**src/hdl/edge_hash_table_defines.svh**
```systemverilog
// Assertion macros used by the edge hash table datapath
`ifndef EDGE_HASH_TABLE_DEFINES_SVH
`define EDGE_HASH_TABLE_DEFINES_SVH

// same-cycle implication
`define EHT_ASSERT_IMP(lbl, clk, rst_n, ante, cons, msg) \
    lbl: assert property (@(posedge clk) disable iff (!rst_n) (ante) |-> (cons)) \
        else $error(msg);

// next-cycle implication
`define EHT_ASSERT_NXT(lbl, clk, rst_n, ante, cons, msg) \
    lbl: assert property (@(posedge clk) disable iff (!rst_n) (ante) |=> (cons)) \
        else $error(msg);

`endif

```
**src/hdl/eht_pkg.sv**
```systemverilog
// Package: codes, hash constant and controller/datapath interface types
package eht_pkg;

    localparam logic [31:0] HASH_MUL = 32'h9e3779b9;

    localparam logic [2:0] FN_ADD    = 3'd0;
    localparam logic [2:0] FN_FIND   = 3'd1;
    localparam logic [2:0] FN_REMSYM = 3'd2;
    localparam logic [2:0] FN_REMST  = 3'd3;
    localparam logic [2:0] FN_REPL   = 3'd4;
    localparam logic [2:0] FN_REBASE = 3'd5;

    localparam logic [2:0] ST_DONE     = 3'd0;
    localparam logic [2:0] ST_FOUND    = 3'd1;
    localparam logic [2:0] ST_NOTFOUND = 3'd2;
    localparam logic [2:0] ST_PRESENT  = 3'd3;
    localparam logic [2:0] ST_FULL     = 3'd4;

    localparam logic [1:0] TAG_UNUSED = 2'd0;
    localparam logic [1:0] TAG_LIVE   = 2'd1;
    localparam logic [1:0] TAG_TOMB   = 2'd2;

    localparam logic [6:0] MAX_RESET = 7'd32;

    typedef struct packed {
        logic clr;
        logic ld;
        logic hash;
        logic rd;
        logic ev;
        logic sclr;
        logic srd;
        logic sev;
        logic fin;
    } t_cmd;

    typedef struct packed {
        logic clr_last;
        logic last;
        logic stop;
        logic need_seen;
        logic more_pass;
        logic is_add;
        logic seen_last;
    } t_sts;

endpackage

```
**src/hdl/eht_ctrl.sv**
```systemverilog
// Controller state machine for the edge hash table
module eht_ctrl (
    input  logic          i_clk,
    input  logic          i_rst_n,
    input  logic          start,
    input  logic [2:0]    i_func,
    input  eht_pkg::t_sts i_sts,
    output eht_pkg::t_cmd o_cmd,
    output logic          busy,
    output logic          o_valid
);
    import eht_pkg::*;

    localparam logic [3:0] S_CLR  = 4'd0;
    localparam logic [3:0] S_IDLE = 4'd1;
    localparam logic [3:0] S_HASH = 4'd2;
    localparam logic [3:0] S_RD   = 4'd3;
    localparam logic [3:0] S_EV   = 4'd4;
    localparam logic [3:0] S_SCLR = 4'd5;
    localparam logic [3:0] S_SRD  = 4'd6;
    localparam logic [3:0] S_SEV  = 4'd7;
    localparam logic [3:0] S_FIN  = 4'd8;
    localparam logic [3:0] S_DONE = 4'd9;

    logic [3:0] r_state, n_state;

    always_ff @(posedge i_clk) begin
        if (!i_rst_n) begin
            r_state <= S_CLR;
        end else begin
            r_state <= n_state;
        end
    end

    always_comb begin
        n_state = r_state;
        o_cmd   = '0;
        unique case (r_state)
            S_CLR: begin
                o_cmd.clr = 1'b1;
                if (i_sts.clr_last) begin
                    n_state = S_IDLE;
                end
            end
            S_IDLE: begin
                if (start) begin
                    o_cmd.ld = 1'b1;
                    case (i_func) inside
                        FN_ADD, FN_FIND, FN_REMSYM: n_state = S_HASH;
                        FN_REMST, FN_REPL, FN_REBASE: n_state = S_RD;
                        default: n_state = S_DONE;
                    endcase
                end
            end
            S_HASH: begin
                o_cmd.hash = 1'b1;
                n_state    = S_RD;
            end
            S_RD: begin
                o_cmd.rd = 1'b1;
                n_state  = S_EV;
            end
            S_EV: begin
                o_cmd.ev = 1'b1;
                if (i_sts.need_seen) begin
                    n_state = S_SRD;
                end else if (i_sts.stop || i_sts.last) begin
                    if (i_sts.more_pass) begin
                        n_state = S_SCLR;
                    end else if (i_sts.is_add) begin
                        n_state = S_FIN;
                    end else begin
                        n_state = S_DONE;
                    end
                end else begin
                    n_state = S_RD;
                end
            end
            S_SCLR: begin
                o_cmd.sclr = 1'b1;
                if (i_sts.seen_last) begin
                    n_state = S_RD;
                end
            end
            S_SRD: begin
                o_cmd.srd = 1'b1;
                n_state   = S_SEV;
            end
            S_SEV: begin
                o_cmd.sev = 1'b1;
                n_state   = i_sts.last ? S_DONE : S_RD;
            end
            S_FIN: begin
                o_cmd.fin = 1'b1;
                n_state   = S_DONE;
            end
            S_DONE: begin
                n_state = S_IDLE;
            end
            default: begin
                n_state = S_IDLE;
            end
        endcase
    end

    assign busy    = (r_state != S_IDLE);
    assign o_valid = (r_state == S_DONE);

endmodule

```
**src/hdl/eht_dp.sv**
```systemverilog
// Datapath: bucket memories, seen-symbol memory, hash unit and counters
`include "edge_hash_table_defines.svh"
module eht_dp #(
    parameter int TABLE_SIZE = 64,
    parameter int STATE_BITS = 16
) (
    input  logic          i_clk,
    input  logic          i_rst_n,
    input  eht_pkg::t_cmd i_cmd,
    output eht_pkg::t_sts o_sts,
    input  logic [2:0]    i_func,
    input  logic [7:0]    i_symbol,
    input  logic [15:0]   i_state_arg,
    input  logic [15:0]   i_new_state,
    input  logic          i_cfg_we,
    input  logic [6:0]    i_cfg_wdata,
    output logic [2:0]    o_status,
    output logic [15:0]   o_found_state,
    output logic [6:0]    o_entry_total
);
    import eht_pkg::*;

    localparam int AW = (TABLE_SIZE > 1) ? $clog2(TABLE_SIZE) : 1;
    localparam int CW = AW + 1;
    localparam int XW = (CW > 7) ? CW : 7;
    localparam int XS = (STATE_BITS > 16) ? STATE_BITS : 16;
    localparam logic [AW-1:0] LAST_IDX = AW'(TABLE_SIZE - 1);

    // home bucket of every symbol, worked out at elaboration
    function automatic logic [256*AW-1:0] build_home();
        logic [256*AW-1:0] t;
        logic [31:0]       h;
        t = '0;
        for (int s = 0; s < 256; s++) begin
            h = HASH_MUL * 32'(s);
            t[s*AW +: AW] = AW'(h % 32'(TABLE_SIZE));
        end
        return t;
    endfunction

    localparam logic [256*AW-1:0] HOME_TAB = build_home();

    logic [1:0]            m_tag  [TABLE_SIZE];
    logic [7:0]            m_sym  [TABLE_SIZE];
    logic [STATE_BITS-1:0] m_st   [TABLE_SIZE];
    logic                  m_seen [256];

    logic [2:0]            r_func;
    logic [7:0]            r_sym;
    logic [STATE_BITS-1:0] r_arg, r_nst, r_found;
    logic [6:0]            r_max;
    logic [CW-1:0]         r_count;
    logic [AW-1:0]         r_idx, r_steps, r_cidx, r_tomb, r_slot;
    logic [7:0]            r_sidx;
    logic                  r_phase, r_have_tomb, r_have_slot, r_present;
    logic [2:0]            r_status;
    logic [1:0]            r_rd_tag;
    logic [7:0]            r_rd_sym;
    logic [STATE_BITS-1:0] r_rd_st;
    logic                  r_rd_seen;

    logic [XS-1:0]         arg_x, nst_x, found_x;
    logic [XW-1:0]         cnt_x, max_x;
    logic [AW-1:0]         idx_inc;
    logic [CW-1:0]         count_dn;
    logic                  live, hit_sym, hit_st, hit_nst;
    logic                  stop, need_seen, kill, wr_st, add_ok, ev_end;
    logic [STATE_BITS-1:0] st_d;
    logic [AW-1:0]         w_addr;
    logic                  tag_we, sym_we, st_we;
    logic [1:0]            tag_d;
    logic                  seen_we, seen_d;
    logic [7:0]            seen_addr;

    assign arg_x   = XS'(i_state_arg);
    assign nst_x   = XS'(i_new_state);
    assign found_x = XS'(r_found);
    assign cnt_x   = XW'(r_count);
    assign max_x   = XW'(r_max);

    assign idx_inc = (r_idx == LAST_IDX) ? '0 : (r_idx + 1'b1);
    assign count_dn = (r_count != '0) ? (r_count - 1'b1) : r_count;

    assign live    = (r_rd_tag == TAG_LIVE);
    assign hit_sym = live && (r_rd_sym == r_sym);
    assign hit_st  = live && (r_rd_st == r_arg);
    assign hit_nst = live && (r_rd_st == r_nst);
    assign add_ok  = !r_present && (cnt_x < max_x) && (r_have_tomb || r_have_slot);

    always_comb begin
        stop      = 1'b0;
        need_seen = 1'b0;
        kill      = 1'b0;
        wr_st     = 1'b0;
        st_d      = r_nst;
        case (r_func)
            FN_ADD:    stop = (r_rd_tag == TAG_UNUSED) || (hit_st && hit_sym);
            FN_FIND:   stop = (r_rd_tag == TAG_UNUSED) || hit_sym;
            FN_REMSYM: begin
                stop = (r_rd_tag == TAG_UNUSED);
                kill = hit_sym;
            end
            FN_REMST:  kill = hit_st;
            FN_REPL: begin
                if (!r_phase) begin
                    wr_st = hit_st;
                end else begin
                    need_seen = hit_nst;
                end
            end
            FN_REBASE: begin
                wr_st = live;
                st_d  = r_rd_st + r_arg;
            end
            default: ;
        endcase
    end

    assign ev_end = stop || (r_steps == LAST_IDX);

    // single write port on the bucket memories
    always_comb begin
        w_addr = r_idx;
        tag_we = 1'b0;
        sym_we = 1'b0;
        st_we  = 1'b0;
        tag_d  = TAG_TOMB;
        if (i_cmd.clr) begin
            w_addr = r_cidx;
            tag_we = 1'b1;
            tag_d  = TAG_UNUSED;
        end else if (i_cmd.fin) begin
            w_addr = r_have_tomb ? r_tomb : r_slot;
            tag_we = add_ok;
            sym_we = add_ok;
            st_we  = add_ok;
            tag_d  = TAG_LIVE;
        end else if (i_cmd.ev) begin
            tag_we = kill;
            st_we  = wr_st;
        end else if (i_cmd.sev) begin
            tag_we = r_rd_seen;
        end
    end

    always_comb begin
        seen_we   = 1'b0;
        seen_d    = 1'b1;
        seen_addr = r_rd_sym;
        if (i_cmd.sclr) begin
            seen_we   = 1'b1;
            seen_d    = 1'b0;
            seen_addr = r_sidx;
        end else if (i_cmd.sev) begin
            seen_we = !r_rd_seen;
        end
    end

    always_ff @(posedge i_clk) begin
        if (tag_we) begin
            m_tag[w_addr] <= tag_d;
        end
        if (sym_we) begin
            m_sym[w_addr] <= r_sym;
        end
        if (st_we) begin
            m_st[w_addr] <= i_cmd.fin ? r_arg : st_d;
        end
        if (i_cmd.rd) begin
            r_rd_tag <= m_tag[r_idx];
            r_rd_sym <= m_sym[r_idx];
            r_rd_st  <= m_st[r_idx];
        end
    end

    always_ff @(posedge i_clk) begin
        if (seen_we) begin
            m_seen[seen_addr] <= seen_d;
        end
        if (i_cmd.srd) begin
            r_rd_seen <= m_seen[r_rd_sym];
        end
    end

    always_ff @(posedge i_clk) begin
        if (!i_rst_n) begin
            r_max   <= MAX_RESET;
            r_count <= '0;
            r_cidx  <= '0;
        end else begin
            if (i_cfg_we) begin
                r_max <= i_cfg_wdata;
            end
            if (i_cmd.clr) begin
                r_cidx <= r_cidx + 1'b1;
            end
            if ((i_cmd.ev && kill) || (i_cmd.sev && r_rd_seen)) begin
                r_count <= count_dn;
            end else if (i_cmd.fin && add_ok) begin
                r_count <= r_count + 1'b1;
            end
        end
    end

    always_ff @(posedge i_clk) begin
        if (i_cmd.ld) begin
            r_func      <= i_func;
            r_sym       <= i_symbol;
            r_arg       <= arg_x[STATE_BITS-1:0];
            r_nst       <= nst_x[STATE_BITS-1:0];
            r_idx       <= '0;
            r_steps     <= '0;
            r_sidx      <= '0;
            r_phase     <= 1'b0;
            r_have_tomb <= 1'b0;
            r_have_slot <= 1'b0;
            r_present   <= 1'b0;
            r_found     <= '0;
            r_status    <= (i_func == FN_FIND) ? ST_NOTFOUND : ST_DONE;
        end
        if (i_cmd.hash) begin
            r_idx <= HOME_TAB[r_sym*AW +: AW];
        end
        if (i_cmd.sclr) begin
            r_sidx <= r_sidx + 1'b1;
        end
        if (i_cmd.ev) begin
            if (r_func == FN_ADD) begin
                if (r_rd_tag == TAG_TOMB && !r_have_tomb) begin
                    r_have_tomb <= 1'b1;
                    r_tomb      <= r_idx;
                end
                if (r_rd_tag == TAG_UNUSED) begin
                    r_have_slot <= 1'b1;
                    r_slot      <= r_idx;
                end
                if (hit_st && hit_sym) begin
                    r_present <= 1'b1;
                end
            end
            if (r_func == FN_FIND && hit_sym) begin
                r_status <= ST_FOUND;
                r_found  <= r_rd_st;
            end
            if (!need_seen) begin
                if (ev_end) begin
                    if (r_func == FN_REPL && !r_phase) begin
                        r_phase <= 1'b1;
                        r_idx   <= '0;
                        r_steps <= '0;
                    end
                end else begin
                    r_idx   <= idx_inc;
                    r_steps <= r_steps + 1'b1;
                end
            end
        end
        if (i_cmd.sev) begin
            r_idx   <= idx_inc;
            r_steps <= r_steps + 1'b1;
        end
        if (i_cmd.fin) begin
            r_status <= r_present ? ST_PRESENT : (add_ok ? ST_DONE : ST_FULL);
        end
    end

    assign o_sts.clr_last  = (r_cidx == LAST_IDX);
    assign o_sts.last      = (r_steps == LAST_IDX);
    assign o_sts.stop      = stop;
    assign o_sts.need_seen = need_seen;
    assign o_sts.more_pass = (r_func == FN_REPL) && !r_phase;
    assign o_sts.is_add    = (r_func == FN_ADD);
    assign o_sts.seen_last = (r_sidx == 8'hff);

    assign o_status      = r_status;
    assign o_found_state = found_x[15:0];
    assign o_entry_total = cnt_x[6:0];

    `EHT_ASSERT_IMP(a_count_bound, i_clk, i_rst_n, 1'b1, r_count <= CW'(TABLE_SIZE), "live count above table size")
    `EHT_ASSERT_NXT(a_add_count, i_clk, i_rst_n, i_cmd.fin && add_ok, r_count == $past(r_count) + 1'b1, "add did not bump count")
    `EHT_ASSERT_NXT(a_ld_steps, i_clk, i_rst_n, i_cmd.ld, r_steps == '0 && r_phase == 1'b0, "probe state not cleared on load")

endmodule

```
**src/hdl/edge_hash_table.sv**
```systemverilog
// Top level: edge hash table with linear probing and tombstones
// Usage:
//   Commands: raise start with func, symbol, state_arg and new_state while busy is low;
//   the item is taken on that edge and busy stays high until the result is given.
//   Results: o_valid strobes for one cycle with o_status, o_found_state and
//   o_entry_total; the receiver cannot hold it off and none is needed.
//   Config: i_cfg_we with i_cfg_wdata writes max_entries (reset 32); the user must
//   do so only when idle, as the block itself does not enforce it.
//   Steps: add, find and remove symbol look up the home bucket, read and evaluate
//   each probed bucket in turn and then give the result; add has a finish step
//   that writes the new entry when it is new and there is room. Remove state and
//   rebase read and evaluate every bucket; replace does so twice, with a clear of
//   the seen-symbol memory between, plus a seen-symbol read and update for each
//   live edge holding the new state. Unknown func codes go straight to the result
//   with status done. One item at a time, with a single write port on the bucket
//   memories; the next item is taken in the cycle after the result at the earliest.
//   Reset: a clearing pass marks every bucket unused; busy is high during it.
module edge_hash_table #(
    parameter int TABLE_SIZE = 64,
    parameter int STATE_BITS = 16
) (
    input  logic        i_clk,
    input  logic        i_rst_n,
    input  logic        start,
    output logic        busy,
    input  logic [2:0]  i_func,
    input  logic [7:0]  i_symbol,
    input  logic [15:0] i_state_arg,
    input  logic [15:0] i_new_state,
    input  logic        i_cfg_we,
    input  logic [6:0]  i_cfg_wdata,
    output logic        o_valid,
    output logic [2:0]  o_status,
    output logic [15:0] o_found_state,
    output logic [6:0]  o_entry_total
);
    import eht_pkg::*;

    t_cmd cmd;
    t_sts sts;

    eht_ctrl u_ctrl (
        .i_clk   (i_clk),
        .i_rst_n (i_rst_n),
        .start   (start),
        .i_func  (i_func),
        .i_sts   (sts),
        .o_cmd   (cmd),
        .busy    (busy),
        .o_valid (o_valid)
    );

    eht_dp #(
        .TABLE_SIZE (TABLE_SIZE),
        .STATE_BITS (STATE_BITS)
    ) u_dp (
        .i_clk         (i_clk),
        .i_rst_n       (i_rst_n),
        .i_cmd         (cmd),
        .o_sts         (sts),
        .i_func        (i_func),
        .i_symbol      (i_symbol),
        .i_state_arg   (i_state_arg),
        .i_new_state   (i_new_state),
        .i_cfg_we      (i_cfg_we),
        .i_cfg_wdata   (i_cfg_wdata),
        .o_status      (o_status),
        .o_found_state (o_found_state),
        .o_entry_total (o_entry_total)
    );

endmodule
```
**config.mk**
```make
export PLATFORM = sky130hd
export DESIGN_NAME = edge_hash_table
export DESIGN_NICKNAME = d
export VERILOG_FILES = /design/src/hdl/eht_pkg.sv /design/src/hdl/eht_ctrl.sv /design/src/hdl/eht_dp.sv /design/src/hdl/edge_hash_table.sv
export VERILOG_INCLUDE_DIRS = /design/src /design/src/hdl
export SDC_FILE = /design/constraint.sdc
export NUM_CORES = 2
export LEC_CHECK = 0
export BUFFER_PORTS_ARGS = -buffer_cell sky130_fd_sc_hd__buf_2
export CAP_MARGIN = 20
export CORE_ASPECT_RATIO = 2
export CORE_MARGIN = 2
export CORE_UTILIZATION = 43
export DETAILED_ROUTE_END_ITERATION = 10
export PLACE_DENSITY = 0.67
export SLEW_MARGIN = 20
export SYNTH_ARGS = -nofsm -noshare
export SYNTH_HDL_FRONTEND = slang
export SYNTH_SLANG_ARGS = --single-unit
export TNS_END_PERCENT = 50
```
**constraint.sdc**
```tcl
create_clock -name i_clk -period 16.82 [get_ports i_clk]
set_input_delay 1.682 -clock i_clk [delete_from_list [all_inputs] [get_ports i_clk]]
set_output_delay 1.682 -clock i_clk [all_outputs]
set_load 0.02 [all_outputs]
```
==> flow_summary.toml <==
[sta]
tns_ps = 0
fmax_ghz = 0.2016
skew_ps = 73.38
setup_viol = 0
period_needed_ps = 4961
rsz0062_at_grt = "no"
period_share_pct = 29.50
tightest_slew_ps = 1173
maxSlewHeadroom_pct = 21.58
drv_slew = 0
final_hold_viol_count = 0

[clock_network]
cts_hold_buffers = 0
clkLatencyLatePin_ps = 840
root_buffer = "clkbuf_16"
cts_tree = "yes"
numCtsBuffers = 176
post_cts_buffers = 0
cts_buffer_depth = 4
htreeDepth = 4
cts_resized = 0
cts.sinks = 2069
cts.clk_slew.worst_paths_ps = 70

[cells_and_area]
final_nets = 4356
drive_gt1_share_pct = 26.75
area_growth_pct = 11.40
fill_cells = 15330
multi_input_area_mm2 = 0.02061
post-route-cell-area_mm2 = 0.09226
seq_area_mm2 = 0.06156

[place]
gp_congestion = 0.8815
hpwlAfterDp_um = 141400
post_dp_cell_area_mm2 = 0.08665
io_buffers = 81

[drt]
first_pass_iters = 8
routed_wl_um = 215200
drc_errors = 0
wl_per_cell_um = 31.10
viasPerCell = 5.930
num_vias = 41030
ant_nets = 0
drtIter0Drc = 4415

[floorplan]
die-area_mm2 = 0.1963
die_w_um = 314.3
die_y_um = 624.6
pin_count = 82
core_area_mm2 = 0.1911
initial_core_util_pct = 43.32
fp-row-count = 227

[power]
cellPowerDensity_mw_per_mm2 = 104.4
ir_worst_vdd_mv = 0.09404
power_leakage_nw = 29.19

[min_path]
hold_depth = 2
worstHoldStart = "u_dp.o_found_state[9]"
hold_path.class = "flip-flop to flip-flop"
hold_path_end = "u_dp.o_found_state[9]"

[global_routing]
grt_pass1_vias = 43000
grt_usage_pct = 21.97
grt_max_degree = 172
antenna_found_initial = 6
overflow = 0
grt_pass1_wl_um = 307600

[critical_path]
reg2reg_slack_ps = 11860
path_max_fanout = 32
rr_worst_depth = 10
worstPathArrival_ps = 5410
cp-start-kind = "flip-flop"
worstReg2RegEnd = "u_dp.m_st[44][8]"
regToRegStartpoint = "u_dp.r_rd_st[9]"
crit_path_end_kind = "flip-flop"
crit_type = "flip-flop to flip-flop"
cp.required_ps = 17270

[synth]
ys_top_cells_by_count = "edfxtp_1, mux4_2, nor2_1"
synth_top_area_share_pct = 72.88
syn_area_mm2 = 0.08281
avgSynthCellArea_um2 = 20.04
synth_cell_type_count = 69
yosysSeqAreaShare_pct = 74.31
ys_seq_elements = 2069
synth-async-reset-ratio_pct = 0
synth.most_common_cell = "edfxtp_1"
synth_ff_type = "edfxtp_1"
synth_edf_count = 2010
syn_inst = 4132
yosysTopAreaCell = "edfxtp_1"
yosysWarnings = 0
ys_top_cells_by_area = "edfxtp_1, mux4_2, nor2_1"
synth_fp_nets = 4224

[status]
status = "finished clean"

[job]
maxCapViolations = 0
-- registers in the layout, summed over array words and instances, names as in the netlist, 4 cells and up --
register	count
u_dp.r_rd_st	16
u_dp.m_tag	128
u_dp.r_nst	16
u_dp.r_steps	6
u_dp.m_seen	256
u_dp.o_found_state	16
u_dp.r_rd_sym	8
u_dp.r_idx	6
u_dp.m_sym	512
u_dp.max_x	7
u_dp.r_slot	6
u_dp.m_st	1024
u_dp.r_sidx	8
u_dp.r_cidx	6
u_ctrl.r_state	4
u_dp.o_entry_total	7
u_dp.r_sym	8
u_dp.r_tomb	6
u_dp.r_arg	16
-- worst max-delay path, stage by stage (launching register included) --
cell,delay (ps)
edfxtp_1,480
ha_1,460
nor4_1,740
buf_4,240
nand2_1,60
nor2_1,320
a22oi_1,110
o41a_2,630
buf_12,260
buf_4,330
nor2_2,870
-- metrics by stage --
step	utilization [%]	power, W	setup WS [ps]	hold slack (ps)	cells
after floorplan	-	0.005692	7932	423.7	4132
after global placement	45.31	0.005710	11890	437.5	6600
after detailed placement	45.33	0.005710	11770	444.1	6603
after CTS	48.23	0.009695	11740	455.1	6913
after global routing	48.26	0.009866	11740	484.2	6918
final	48.26	0.009636	11860	455.4	6919
-- layer usage --
layer / wire length (um) / GRT usage, %
met1: 69410 / 23.42
met5: 24 / 0
met3: 11380 / 2.649
met2: 120200 / 41.27
met4: 14200 / 12.78
-- cells by family after synthesis --
group	count (synthesis)	share of synthesized area (%)
AO/OA/AOI/OAI	177	1.388
adder cells (fa/ha/maj)	38	0.5923
AND/OR/NAND/NOR	880	4.443
XOR/XNOR	60	0.6346
multiplexers	648	17.31
buffers and inverters	260	1.317
flip-flops	2069	74.31
-- layout make-up --
| type | instances | area share, % |
|---|---|---|
| clock buffers | 224 | 5.137 |
| flip-flops and latches | 2069 | 66.72 |
| inverters | 28 | 0.1193 |
| repair buffers | 186 | 1.378 |
| clock inverters | 86 | 0.8748 |
| well taps | 2519 | 3.416 |
| multi-input cells | 1803 | 22.34 |
| diodes | 4 | 0.01085 |
-- layout by cell type (no fill, tap or decap), drive strengths merged, types with 6 or more instances in the layout --
cell,synthesis,final
or3,6,6
and3,15,15
o31ai,7,7
inv,27,33
o21ai,34,34
o22ai,6,6
a21o,9,9
nand4,10,10
nand3b,10,10
xor2,16,16
buf,86,186
a211oi,11,11
bufinv,0,14
mux2,6,6
a21oi,50,50
nand2b,7,7
nor2,520,520
clkinv,1,59
dfxtp,59,59
edfxtp,2010,2010
xnor2,44,44
nand2,201,201
clkbuf,146,224
a31oi,12,12
mux2i,15,15
nor4,6,6
a22oi,9,9
nand3,45,45
nor2b,18,18
nor3,23,23
clkinvlp,0,8
and2,10,10
ha,36,36
mux4,627,627
-- worst max-delay path by stage --
| stage | from | endpoint | slack, ps | cells past startpoint |
|---|---|---|---|---|
| 2_1_floorplan | u_dp.r_rd_st[1] | u_dp.m_st[0][15] | 7930 | 9 |
| 3_3_place_gp | u_dp.r_rd_st[9] | u_dp.m_st[0][15] | 11890 | 9 |
| 3_5_place_dp | u_dp.r_rd_st[9] | u_dp.m_st[0][8] | 11770 | 9 |
| 4_1_cts | u_dp.r_rd_st[9] | u_dp.m_st[0][7] | 11740 | 9 |
| 5_1_grt | u_ctrl.r_state[3] | u_dp.m_seen[33] | 11740 | 10 |
| 6_report | u_dp.r_rd_st[9] | u_dp.m_st[44][8] | 11860 | 10 |
-- where the power goes --
group          internal (W)  leakage, nW  switching, W
Clock               0.00221         2.70       0.00183
Combinational     0.0000106         7.11     0.0000197
Sequential          0.00556         19.4    0.00000198
No activity file was read; power rests on OpenSTA's default activity.
